<file path="config.mk">
export PLATFORM = sky130hd
export DESIGN_NAME = scsh_iter
export DESIGN_NICKNAME = d
export VERILOG_FILES = /design/src/sv/swept_circle_segment_hit_assert.svh /design/src/sv/scsh_pkg.sv /design/src/sv/scsh_iter.sv
export SDC_FILE = /design/constraint.sdc
export NUM_CORES = 1
export LEC_CHECK = 0
export BUFFER_PORTS_ARGS = -buffer_cell sky130_fd_sc_hd__buf_2
export CAP_MARGIN = 20
export CORE_MARGIN = 2
export CORE_UTILIZATION = 50
export DETAILED_ROUTE_END_ITERATION = 7
export PLACE_DENSITY_LB_ADDON = 0.25
export REMOVE_ABC_BUFFERS = 1
export SETUP_SLACK_MARGIN = 0.15
export SKIP_CTS_REPAIR_TIMING = 1
export SLEW_MARGIN = 20
export SYNTH_ARGS = -nofsm -noshare
export SYNTH_HDL_FRONTEND = slang
export SYNTH_SLANG_ARGS = --single-unit
</file>
<file path="constraint.sdc">
create_clock -name clk_i -period 6.3 [get_ports clk_i]
set_input_delay 1.89 -clock clk_i [delete_from_list [all_inputs] [get_ports clk_i]]
set_output_delay 1.89 -clock clk_i [all_outputs]
set_load 0.01 [all_outputs]
</file>
<file path="src/sv/swept_circle_segment_hit_assert.svh">
// Assertion macros for the swept circle hit test RTL.
`ifndef SWEPT_CIRCLE_SEGMENT_HIT_ASSERT_SVH
`define SWEPT_CIRCLE_SEGMENT_HIT_ASSERT_SVH

// same-cycle implication, checked on every rising clk_i outside reset
`define SCSH_ASSERT_IMP(lbl, ante, cons, msg) \
  lbl: assert property (@(posedge clk_i) disable iff (!rst_ni) (ante) |-> (cons)) \
    else $error(msg);

// next-cycle implication
`define SCSH_ASSERT_NXT(lbl, ante, cons, msg) \
  lbl: assert property (@(posedge clk_i) disable iff (!rst_ni) (ante) |=> (cons)) \
    else $error(msg);

`endif

</file>
<file path="src/sv/scsh_pkg.sv">
// Types, constants and helpers for the swept circle segment hit test.
package scsh_pkg;

  localparam int COORD_W       = 32;
  localparam int RAD_W         = 21;
  localparam int REM_W         = 67;
  localparam int NUM_W         = 64;
  localparam int CNT_W         = 7;
  localparam int MAX_STEPS_DEF = 16;
  localparam int FRAC_BITS_DEF = 16;
  localparam int ROOT_STEPS    = 32;
  localparam int T_STEPS       = 32;

  typedef enum logic {
    U_DIV,
    U_SQRT
  } umode_e;

  typedef struct packed {
    logic             start;
    umode_e           mode;
    logic [REM_W-1:0] rem;
    logic [NUM_W-1:0] num;
    logic [REM_W-1:0] divisor;
    logic [CNT_W-1:0] count;
  } ureq_t;

  typedef struct packed {
    logic             busy;
    logic [NUM_W-1:0] q;
  } ursp_t;

  typedef enum logic [4:0] {
    ST_IDLE,
    ST_VSET,
    ST_DX,
    ST_DY,
    ST_DSUM,
    ST_DSQ,
    ST_DRET,
    ST_STEP,
    ST_OX_M,
    ST_OX_D,
    ST_OX_W,
    ST_OY_M,
    ST_OY_D,
    ST_OY_W,
    ST_WX,
    ST_WY,
    ST_LX,
    ST_LY,
    ST_CMP,
    ST_TDIV,
    ST_TX,
    ST_TY,
    ST_TC
  } state_e;

  typedef enum logic [1:0] {
    PH_VTX,
    PH_LEN,
    PH_SEG
  } phase_e;

  // |a - b| for two signed coordinates; always fits 32 bits
  function automatic logic [COORD_W-1:0] diff_mag(input logic signed [COORD_W-1:0] a,
                                                  input logic signed [COORD_W-1:0] b);
    logic signed [COORD_W:0] d;
    logic [COORD_W:0]        n;
    d = {a[COORD_W-1], a} - {b[COORD_W-1], b};
    n = -d;
    return d[COORD_W] ? n[COORD_W-1:0] : d[COORD_W-1:0];
  endfunction

  // base plus or minus an offset that keeps the result in range
  function automatic logic signed [COORD_W-1:0] apply_off(
      input logic signed [COORD_W-1:0] base, input logic neg, input logic [COORD_W-1:0] off);
    logic signed [COORD_W+1:0] b;
    logic signed [COORD_W+1:0] o;
    logic signed [COORD_W+1:0] r;
    b = {{2{base[COORD_W-1]}}, base};
    o = signed'({2'b00, off});
    r = neg ? (b - o) : (b + o);
    return r[COORD_W-1:0];
  endfunction

endpackage

</file>
<file path="src/sv/scsh_iter.sv">
// Shared iterative unit: restoring divide (one bit a cycle) or square root.
module scsh_iter import scsh_pkg::*; (
  input  logic  clk_i,
  input  logic  rst_ni,
  input  ureq_t req_i,
  output ursp_t rsp_o
);

  logic             busy_q;
  logic [CNT_W-1:0] cnt_q;
  umode_e           mode_q;
  logic [REM_W-1:0] rem_q;
  logic [NUM_W-1:0] num_q;
  logic [NUM_W-1:0] q_q;
  logic [REM_W-1:0] div_q;

  logic [REM_W-1:0] r2;
  logic [REM_W-1:0] trial;
  logic             ge;

  always_comb begin
    if (mode_q == U_SQRT) begin
      r2    = {rem_q[REM_W-3:0], num_q[NUM_W-1 -: 2]};
      trial = {1'b0, q_q, 2'b01};
    end else begin
      r2    = {rem_q[REM_W-2:0], num_q[NUM_W-1]};
      trial = div_q;
    end
    ge = (r2 >= trial);
  end

  always_ff @(posedge clk_i or negedge rst_ni) begin
    if (!rst_ni) begin
      busy_q <= 1'b0;
      cnt_q  <= '0;
    end else if (req_i.start) begin
      busy_q <= 1'b1;
      cnt_q  <= req_i.count;
    end else if (busy_q) begin
      cnt_q <= cnt_q - CNT_W'(1);
      if (cnt_q == CNT_W'(1)) begin
        busy_q <= 1'b0;
      end
    end
  end

  always_ff @(posedge clk_i) begin
    if (req_i.start) begin
      mode_q <= req_i.mode;
      rem_q  <= req_i.rem;
      num_q  <= req_i.num;
      div_q  <= req_i.divisor;
      q_q    <= '0;
    end else if (busy_q) begin
      rem_q <= ge ? (r2 - trial) : r2;
      q_q   <= {q_q[NUM_W-2:0], ge};
      num_q <= (mode_q == U_SQRT) ? (num_q << 2) : (num_q << 1);
    end
  end

  assign rsp_o.busy = busy_q;
  assign rsp_o.q    = q_q;

endmodule

</file>
==> results.md, run 1 <==
* Hold Path Depth at 2
* Synth area leader: edfxtp_1
* Total grt overflow at 0
* Total length of routed wires at 40.87 mm
* WP data arrival at 5.82 ns
* RSZ-0062 raised after global routing: no
* P_int at 5350 µW
* Seq pwr share at 28.3%
* Via density at 5.559
* LEAKAGE at 0.008830 µW
* DRC errors left at 0
* Area delta synth->final at 16.26%
* DP HPWL at 29.37 mm
* Clock sink count at 270
* Die Ht at 187.5 µm
* Power per cell area at 450.3 nW/µm²
* Total power at 8810 µW
* Yosys warns at 0
* Clock share of power at 20.7%
* Root Driver: clkbuf_16
* Min-delay src: q_q[63]$_SDFFE_PP0P_
* IR drop worst, VDD at 270.2 µV
* Sw Share at 39.27%
* Syn Inst Count at 1696
* # Max-Cap Violations at 0
* Number of global-route vias before repair at 13090
* Worst-Skew Late Latency at 0.57 ns
* Crit path launch type: flop
* Pin count of the biggest net entering global routing at 174
* R2R cell count at 14
* IO Pins at 274
* Area contributors post-synth: edfxtp_1 35%, mux2i_1 13%, dfxtp_1 7.6%
* Final Hold Vio Count at 0
* Layout cells sized above 1 at 21.68%
* Synth Area in Compound Gates at 13.87%
* Clock slew seen by the registers of the worst setup and hold paths at 0.07 ns
* CTS tree: done
* Post-Synth Simple-Gate Area at 12.57%
* Post-route ant nets at 0
* Net count, final at 2192
* Post-synthesis adder-cell area fraction at 5.249%
* DRT Pass-1 Iters at 5
* Asr flop ratio synth at 2.963%
* Post-Synth XOR/XNOR Area at 3.279%
* Placeable core area at 33360 µm²
* Filler cells at 3001
* Drt initial violations at 849
* Mux contribution to synthesized area at 17.51%
* Total CTS buffers at 30
* GR Util All Layers at 22.95%
* Worst Setup End Kind: flop
* Worst Hold Path EP: q_q[63]$_SDFFE_PP0P_
* Worst-Margin Slew at 0.9554 ns
* Initial antenna violation count at 10
* Max Buffers Root-to-Sink at 3
* Relative max-transition margin at 36.31%
* Mean Syn Cell Area at 9.922 µm²
* Crit Reg-Reg Startpoint: mode_q$_DFFE_PP_
* Synth cell types at 66
* H-tree levels at 1
* Core Rows at 67
* Synth Flop Type: edfxtp_1
* CP Launch Point: mode_q$_DFFE_PP_
* Number of enable flip-flop cells after synthesis at 198
* WHS at 0.5276 ns
* Final Skew at 0.01400 ns
* Most common cell in the netlist: mux2i_1
* Initial Util at 50.44%
* Routed length per instance at 17.09 µm
* Setup violations, final at 0
* Status: finished, final reports clean
* Top cells by instance count after synthesis: 219 x mux2i_1, 218 x nand2_1, 198 x edfxtp_1
* Die ar. at 35140 µm²
* Slew Limit Fails at 0
* Mapped cell area at 16830 µm²
* CP max FO at 59
* Kind of critical path: reg -> reg
* Combinational power share at 51.0%
* Fmax at 0.1819 GHz
* R2r setup slk at 0.80 ns
* Die width at 187.5 µm
* Routed via count at 13290
* Seq cells post-synth at 270
* Reg-to-reg critical path endpoint: rem_q[65]$_DFFE_PP_
* Crit path time final at 5.497 ns
* Hold WC Path Type: reg -> reg
* Fin crit share at 87.25%
* Worst EP required at 6.62 ns
* Register area share after synthesis at 44.14%
* Placer congestion estimate at 0.8732
* First-pass GRT wire length at 66.54 mm
* Switch Pwr at 3460 µW
* # port buffers at 272
* Synth top area share at 35.33%
* Largest family of logic cells by synthesized area: multiplexers
## cell families (layout without fill, tap and decap cells)
kind of cell,count (synthesis),count (layout)
AND/OR/NAND/NOR,492,492
AO/OA/AOI/OAI,383,383
multiplexers,286,286
flip-flops,270,270
buffers and inverters,132,373
adder cells (fa/ha/maj),70,70
XOR/XNOR,63,63
other,0,6
## layout by cell type, fill, tap and decap left out, types with 9 or more instances in the layout
cell         n
buf_2      271
mux2i_1    219
nand2_1    218
edfxtp_1   198
nor2_1     141
o21ai_0    125
a21oi_1    111
ha_1        69
mux2_2      67
dfxtp_1     64
a21o_1      43
nand3_1     42
xnor2_1     39
o211ai_1    30
clkbuf_16   30
xor2_1      24
inv_1       22
nand4_1     22
nor3_1      20
buf_4       17
nand2b_1    10
clkbuf_1    10
o21bai_1     9
## registers in the layout, indices dropped and copies added, names as in the netlist
signal,flops
rem_q,66
q_q,64
cnt_q,7
num_q,64
mode_q,1
div_q,67
busy_q,1
## area by class of cell
type                       count  area, µm²  share of cell area (%)
sequential                   270       7431                   37.98
inverter                      23      87.58                  0.4477
clock inverter                11      172.7                  0.8826
multi-input combinational   1294       8833                   45.15
antenna                        6      15.01                 0.07675
clock buffer                  45      857.1                   4.381
timing repair buffer         294       1607                   8.212
tap                          448      560.5                   2.865
## worst max-delay path, stage by stage, from the launching register on
cell and delay [ns]:
edfxtp_1 0.86, buf_4 0.87, mux2i_1 0.23, ha_1 0.40
nand2_1 0.13, nor4_1 0.19, a22oi_1 0.14, o41ai_1 0.29
a22o_1 0.29, a211oi_1 0.12, a2111oi_0 0.73, a21boi_0 0.33
o31a_1 0.32, xnor2_1 0.13, a21o_1 0.18
## per-layer routing
layer	vias up	track usage, %	routed length, µm	share of wire (%)
li1	6666	-	-	-
met1	6162	31.02	18410	45
met2	387	37.17	18560	45
met3	66	5.441	2849	7.0
met4	10	6.027	986	2.4
met5	-	0	53	0.13
## power by group through the flow
| stage | combinational (µW) | clock (µW) | sequential [µW] |
|---|---|---|---|
| finish | 4490 | 1820 | 2500 |
| global placement | 4360 | 0 | 2520 |
| detailed placement | 4430 | 0 | 2530 |
| floorplan | 3450 | 0 | 2500 |
| CTS | 4460 | 1870 | 2490 |
| global route | 5000 | 1940 | 2540 |
## through the flow
| step | cells | setup TNS, ns | worst slack, ns | cell area, µm² | util (%) |
|---|---|---|---|---|---|
| 5_1_grt | 2387 | 0 | 0.2009 | 19550 | 58.61 |
| 2_1_floorplan | 1587 | -364.14 | -5.591 | 16340 | - |
| 3_5_place_dp | 2328 | 0 | 0.7711 | 18490 | 55.42 |
| 4_1_cts | 2384 | 0 | 0.7413 | 19520 | 58.51 |
| 3_3_place_gp | 2328 | 0 | 0.7967 | 18490 | 55.42 |
| 6_report | 2391 | 0 | 0.8035 | 19560 | 58.64 |
## worst max path at each step
stage	slack [ns]	endpoint	depth (start not counted)
floorplan	-5.59	rem_q[47]$_DFFE_PP_	13
global placement	0.80	rem_q[65]$_DFFE_PP_	14
detailed placement	0.77	rem_q[65]$_DFFE_PP_	14
CTS	0.74	rem_q[65]$_DFFE_PP_	14
global route	0.20	rem_q[65]$_DFFE_PP_	14
finish	0.80	rem_q[65]$_DFFE_PP_	14
(Power assumes the default switching activity.)
==> inputs of run 2 (changes only) <==
- CORE_UTILIZATION: 50 -> 58
==> run 2 against run 1 <==
Worst hold slack improved by 0.014 ns. Register-to-register slack got worse by 0.03 ns. Sequential cell count unchanged. Sequential power barely moved. Global-route usage is 3.1 points higher. Final area is 1.2% lower. Clock power decreased by 5%. Count of clock-buffer cells in the layout down 3. Critical path type unchanged. Largest cell class unchanged.
==> results.md, run 2 (synthesized netlist as in run 1, its figures left out) <==
* End of the critical path: rem_q[0]$_DFFE_PP_
* Crit path time final at 5.527 ns
* Fmax at 0.1809 GHz
* Core Rows at 62
* Crit path launch type: flop
* R2r setup slk at 0.77 ns
* IO Pins at 274
* CP max FO at 39
* LEAKAGE at 0.008758 µW
* R2R cell count at 15
* WP data arrival at 5.92 ns
* Sum of negative setup slack at 0 ns
* Placer congestion estimate at 0.9003
* # Max-Cap Violations at 0
* Util after Layout at 67.53%
* Layout cells sized above 1 at 21.41%
* Die ar. at 30390 µm²
* GR Util All Layers at 26.09%
* Status: finished, final reports clean
* CTS tree: done
* Total power at 8641 µW
* Fin crit share at 87.73%
* H-tree levels at 1
* Filler cells at 2277
* Min-delay src: q_q[63]$_SDFFE_PP0P_
* Setup violations, final at 0
* Power per cell area at 447.0 nW/µm²
* Reg-to-reg critical path endpoint: rem_q[0]$_DFFE_PP_
* RSZ-0062 raised after global routing: no
* DP HPWL at 28.98 mm
* Largest stage delay, worst path at 0.86 ns
* Kind of critical path: reg -> reg
* Biggest registers after layout: div_q (67), rem_q (66)
* Root Driver: clkbuf_16
* Post-route ant nets at 0
* Routed length per instance at 17.35 µm
* Crit Reg-Reg Startpoint: mode_q$_DFFE_PP_
* DRC errors left at 0
* Worst-Skew Late Latency at 0.57 ns
* Clock slew seen by the registers of the worst setup and hold paths at 0.07 ns
* Pin count of the biggest net entering global routing at 125
* Critical-path top delay cell: edfxtp_1
* Placeable core area at 28630 µm²
* Final Hold Vio Count at 0
* Fin worst setup slack at 0.7727 ns
* Net count, final at 2189
* Number of global-route vias before repair at 13210
* Post-DP Area at 18360 µm²
* Commonest cells after routing, fill and taps aside: 271 x buf_2, 219 x mux2i_1, 218 x nand2_1
* Via density at 5.793
* # port buffers at 272
* DRT Pass-1 Iters at 5
* IR drop worst, VDD at 245.4 µV
* Initial Util at 58.79%
* Reg with most FFs: div_q
* Final Skew at 0.01723 ns
* Max FFs per register at 67
* Post-place setup slack at 0.8395 ns
* Most common cell after layout, fill and taps aside: buf_2
* Clock sink count at 270
* Area delta synth->final at 14.88%
* Worst-Margin Slew at 1.005 ns
* Total length of routed wires at 40.33 mm
* Slew Limit Fails at 0
* Initial antenna violation count at 12
* Worst EP required at 6.69 ns
* Drt initial violations at 899
* Total grt overflow at 0
* Relative max-transition margin at 32.97%
* Cell breakdown of the critical path: buf_4 > mux2i_1 > ha_1 > a21o_1 > a31oi_1 > o21ai_0 > a21boi_0 > o31ai_2 > o2111ai_1 > a21oi_2 > a21oi_2 > o41ai_4 > buf_4 > mux2_2 > o21ai_0
* First-pass GRT wire length at 65.53 mm
* Worst Setup End Kind: flop
* Total CTS buffers at 30
* Routed via count at 13460
* Die width at 174.3 µm
* Hold WC Path Type: reg -> reg
* Die Ht at 174.3 µm
* CP Launch Point: mode_q$_DFFE_PP_
* Design area at 19330 µm²
* Max Buffers Root-to-Sink at 3
[run 2: cell types whose count changed in the layout (fill, tap and decap cells not counted), moves of 2 or more]
cell	previous run	this run
buf_12	4	1
bufinv_16	4	2
clkbuf_8	5	3
clkinv_1	0	4
[run 2: worst min path at each step]
stage / endpoint / slack, ns / depth (start not counted)
final: q_q[63]$_SDFFE_PP0P_ / 0.54 / 2
after CTS: q_q[63]$_SDFFE_PP0P_ / 0.54 / 2
after floorplan: num_q[1]$_DFFE_PP_ / 0.54 / 1
after detailed placement: q_q[63]$_SDFFE_PP0P_ / 0.50 / 2
after global routing: q_q[63]$_SDFFE_PP0P_ / 0.55 / 2
after global placement: q_q[63]$_SDFFE_PP0P_ / 0.50 / 2
[run 2: stage by stage]
stage | std cells | hold slack, ns
floorplan | 1587 | 0.5368
global placement | 2262 | 0.5033
detailed placement | 2262 | 0.5010
CTS | 2318 | 0.5390
global route | 2322 | 0.5494
finish | 2324 | 0.5415
[run 2: power breakdown]
group / internal, µW / switching (µW) / leakage (µW)
registers: 2330 / 166 / 0.00268
clock network: 993 / 722 / 0.000463
logic: 1860 / 2560 / 0.00561
total: 5190 / 3450 / 0.00876
[run 2: metal layers]
layer  part of all wire, %  global-route usage, %  vias up
met3                   7.2                  5.862       78
met4                   2.6                  7.668       10
met1                    44                  35.02     6288
li1                      -                      -     6640
met5                  0.15                      0        -
met2                    46                  42.39      448
[run 2: worst max-delay path: cells and delay by family, from the launching register on]
kind	cells	cell delay [ns]
AOI/OAI and AO/OA	10	2.28
adders and majority gates	1	0.44
buffers and inverters	2	1.11
DFF	1	0.86
muxes	2	0.59
[run 2: cell type report]
cell class | count | area, µm² | share of cell area [%]
clock inverters | 14 | 131.4 | 0.6796
well taps | 384 | 480.5 | 2.485
inverters | 23 | 87.58 | 0.4531
multi-input cells | 1294 | 8833 | 45.70
clock buffers | 42 | 825.8 | 4.272
flip-flops and latches | 270 | 7431 | 38.44
repair buffers | 291 | 1526 | 7.896
diodes | 6 | 15.01 | 0.07767
==> inputs of run 3 (changes only) <==
- BUFFER_PORTS_ARGS: -buffer_cell sky130_fd_sc_hd__buf_2 -> not set
- CORE_UTILIZATION: 58 -> 65
- DONT_BUFFER_PORTS: not set -> 1
- RECOVER_POWER: not set -> 50
- clock period: 6.3 -> 6.1 ns (I/O delays scaled with it)
==> run 3 against run 2 <==
The flow now finishes with violations (max-capacitance violations, max-slew violations). Die area fell by 11%. Total power rose by 4.4%. Utilization rose by 3.4 points. Worst hold slack improved by 0.045 ns. Via count fell by 7.2%. Combinational power rose by 2%.
==> results.md, run 3 (synthesized netlist as in run 1, its figures left out) <==
* LEAKAGE at 0.007610 µW
* Fin crit share at 91.96%
* Placer congestion estimate at 0.9145
* Worst Setup End Kind: flop
* H-tree levels at 1
* Initial Util at 66.44%
* Die ar. at 27190 µm²
* Routed via count at 12500
* WHS at 0.5868 ns
* Pin count of the biggest net entering global routing at 330
* Final Skew at 0.02419 ns
* Biggest registers after layout: div_q (67), rem_q (66)
* Die Ht at 164.9 µm
* Setup violations, final at 0
* Clock share of power at 21.2%
* Total length of routed wires at 38.99 mm
* Drt initial violations at 939
* Max Buffers Root-to-Sink at 3
* DRC errors left at 0
* Kind of critical path: reg -> reg
* Hold WC Path Type: reg -> reg
* First-pass GRT wire length at 61.33 mm
* CP max FO at 37
* Clock sink count at 270
* Via density at 6.283
* Max FFs per register at 67
* Layout cells sized above 1 at 8.328%
* Failing checks: max-capacitance violations, max-slew violations
* Slew Limit Fails at 61
* GR Util All Layers at 27.91%
* Relative max-transition margin at -69.91%
* Die width at 164.9 µm
* Status: finished with violations
* DP HPWL at 27.50 mm
* Worst EP required at 6.38 ns
* Net count, final at 1914
* Crit path launch type: flop
* # Max-Cap Violations at 2
* DRT Pass-1 Iters at 6
* Reg with most FFs: div_q
* Power per cell area at 502.2 nW/µm²
* Fmax at 0.1783 GHz
* WP data arrival at 5.89 ns
* Core Rows at 58
* Post-route ant nets at 0
* Seq pwr share at 28.7%
* Worst-Margin Slew at 2.549 ns
* P_int at 5487 µW
* RSZ-0062 raised after global routing: no
* Routed length per instance at 19.60 µm
* Commonest cells after routing, fill and taps aside: 219 x mux2i_1, 218 x nand2_1, 198 x edfxtp_1
* Cell breakdown of the critical path: clkbuf_1 > buf_12 > mux2i_1 > ha_1 > nand2_1 > or3_1 > nor3_1 > o21ai_1 > o31ai_2 > o2111ai_1 > a21oi_2 > a21oi_2 > o41ai_4 > buf_4 > mux2i_1 > a21oi_1
* Total CTS buffers at 28
* Combinational power share at 50.1%
* Switch Pwr at 3535 µW
* Critical-path top delay cell: edfxtp_1
* Largest stage delay, worst path at 1.00 ns
* IR drop worst, VDD at 282.9 µV
* Initial antenna violation count at 4
* Number of global-route vias before repair at 12220
* Placeable core area at 25330 µm²
* Root Driver: clkbuf_16
* Sw Share at 39.18%
* Total grt overflow at 0
* Area delta synth->final at 6.759%
* Crit path time final at 5.610 ns
* Final Hold Vio Count at 0
* Total power at 9022 µW
* CTS tree: done
* Sum of negative setup slack at 0 ns
* IO Pins at 274
* Worst-Skew Late Latency at 0.57 ns
* Clock slew seen by the registers of the worst setup and hold paths at 0.06 ns
* R2r setup slk at 0.49 ns
* Most common cell after layout, fill and taps aside: mux2i_1
* # port buffers at 0
-- run 3: worst paths after layout --
check / cells after the start / start / end
worst min-delay path: 1 / num_q[0]$_SDFFCE_PN0P_ / num_q[1]$_DFFE_PP_
max in group asynchronous: 0 / rst_ni / cnt_q[1]$_DFFE_PN0P_
worst min register to register: 1 / num_q[0]$_SDFFCE_PN0P_ / num_q[1]$_DFFE_PP_
worst max register to register: 16 / mode_q$_DFFE_PP_ / rem_q[25]$_DFFE_PP_
worst max-delay path: 16 / mode_q$_DFFE_PP_ / rem_q[25]$_DFFE_PP_
min in group asynchronous: 0 / rst_ni / cnt_q[6]$_DFFE_PN0P_
-- run 3: worst max-delay path, delay by kind of cell, from the launching register on --
kind | cells | cell delay [ns]
adder cells (fa/ha/maj) | 1 | 0.43
AND/OR/NAND/NOR | 3 | 0.76
multiplexers | 2 | 0.46
buffers and inverters | 3 | 1.03
flip-flops | 1 | 1.00
AO/OA/AOI/OAI | 7 | 1.60
-- run 3: cell type report --
cell class	count	area [µm²]
antenna	2	5.005
clock buffer	37	764.5
clock inverter	15	269.0
fill	1931	7362
inverter	23	87.58
multi-input combinational	1294	8833
sequential	270	7427
tap	330	412.9
timing repair buffer	18	165.2
-- run 3: routing by layer --
layer	track usage, %	routed length (µm)
met1	36.28	16460
met2	46.42	18230
met3	7.358	3272
met4	7.470	1018
met5	0	19
-- run 3: power by group through the flow --
stage | Combinational, µW | Sequential, µW | Clock [µW]
3_3_place_gp | 4330 | 2600 | 0
2_1_floorplan | 3560 | 2580 | 0
3_5_place_dp | 4410 | 2620 | 0
4_1_cts | 4450 | 2590 | 1930
6_report | 4520 | 2590 | 1910
5_1_grt | 4990 | 2630 | 2000
-- run 3: metrics by stage --
| step | instance area, µm² | utilization [%] | cells | setup slack [ns] |
|---|---|---|---|---|
| 6_report | 17960 | 70.93 | 1989 | 0.4901 |
| 5_1_grt | 17960 | 70.93 | 1989 | 0.1309 |
| 4_1_cts | 17970 | 70.96 | 1987 | 0.5501 |
| 3_5_place_dp | 16940 | 66.88 | 1935 | 0.5585 |
| 3_3_place_gp | 16940 | 66.88 | 1935 | 0.7023 |
| 2_1_floorplan | 16340 | - | 1587 | -5.791 |
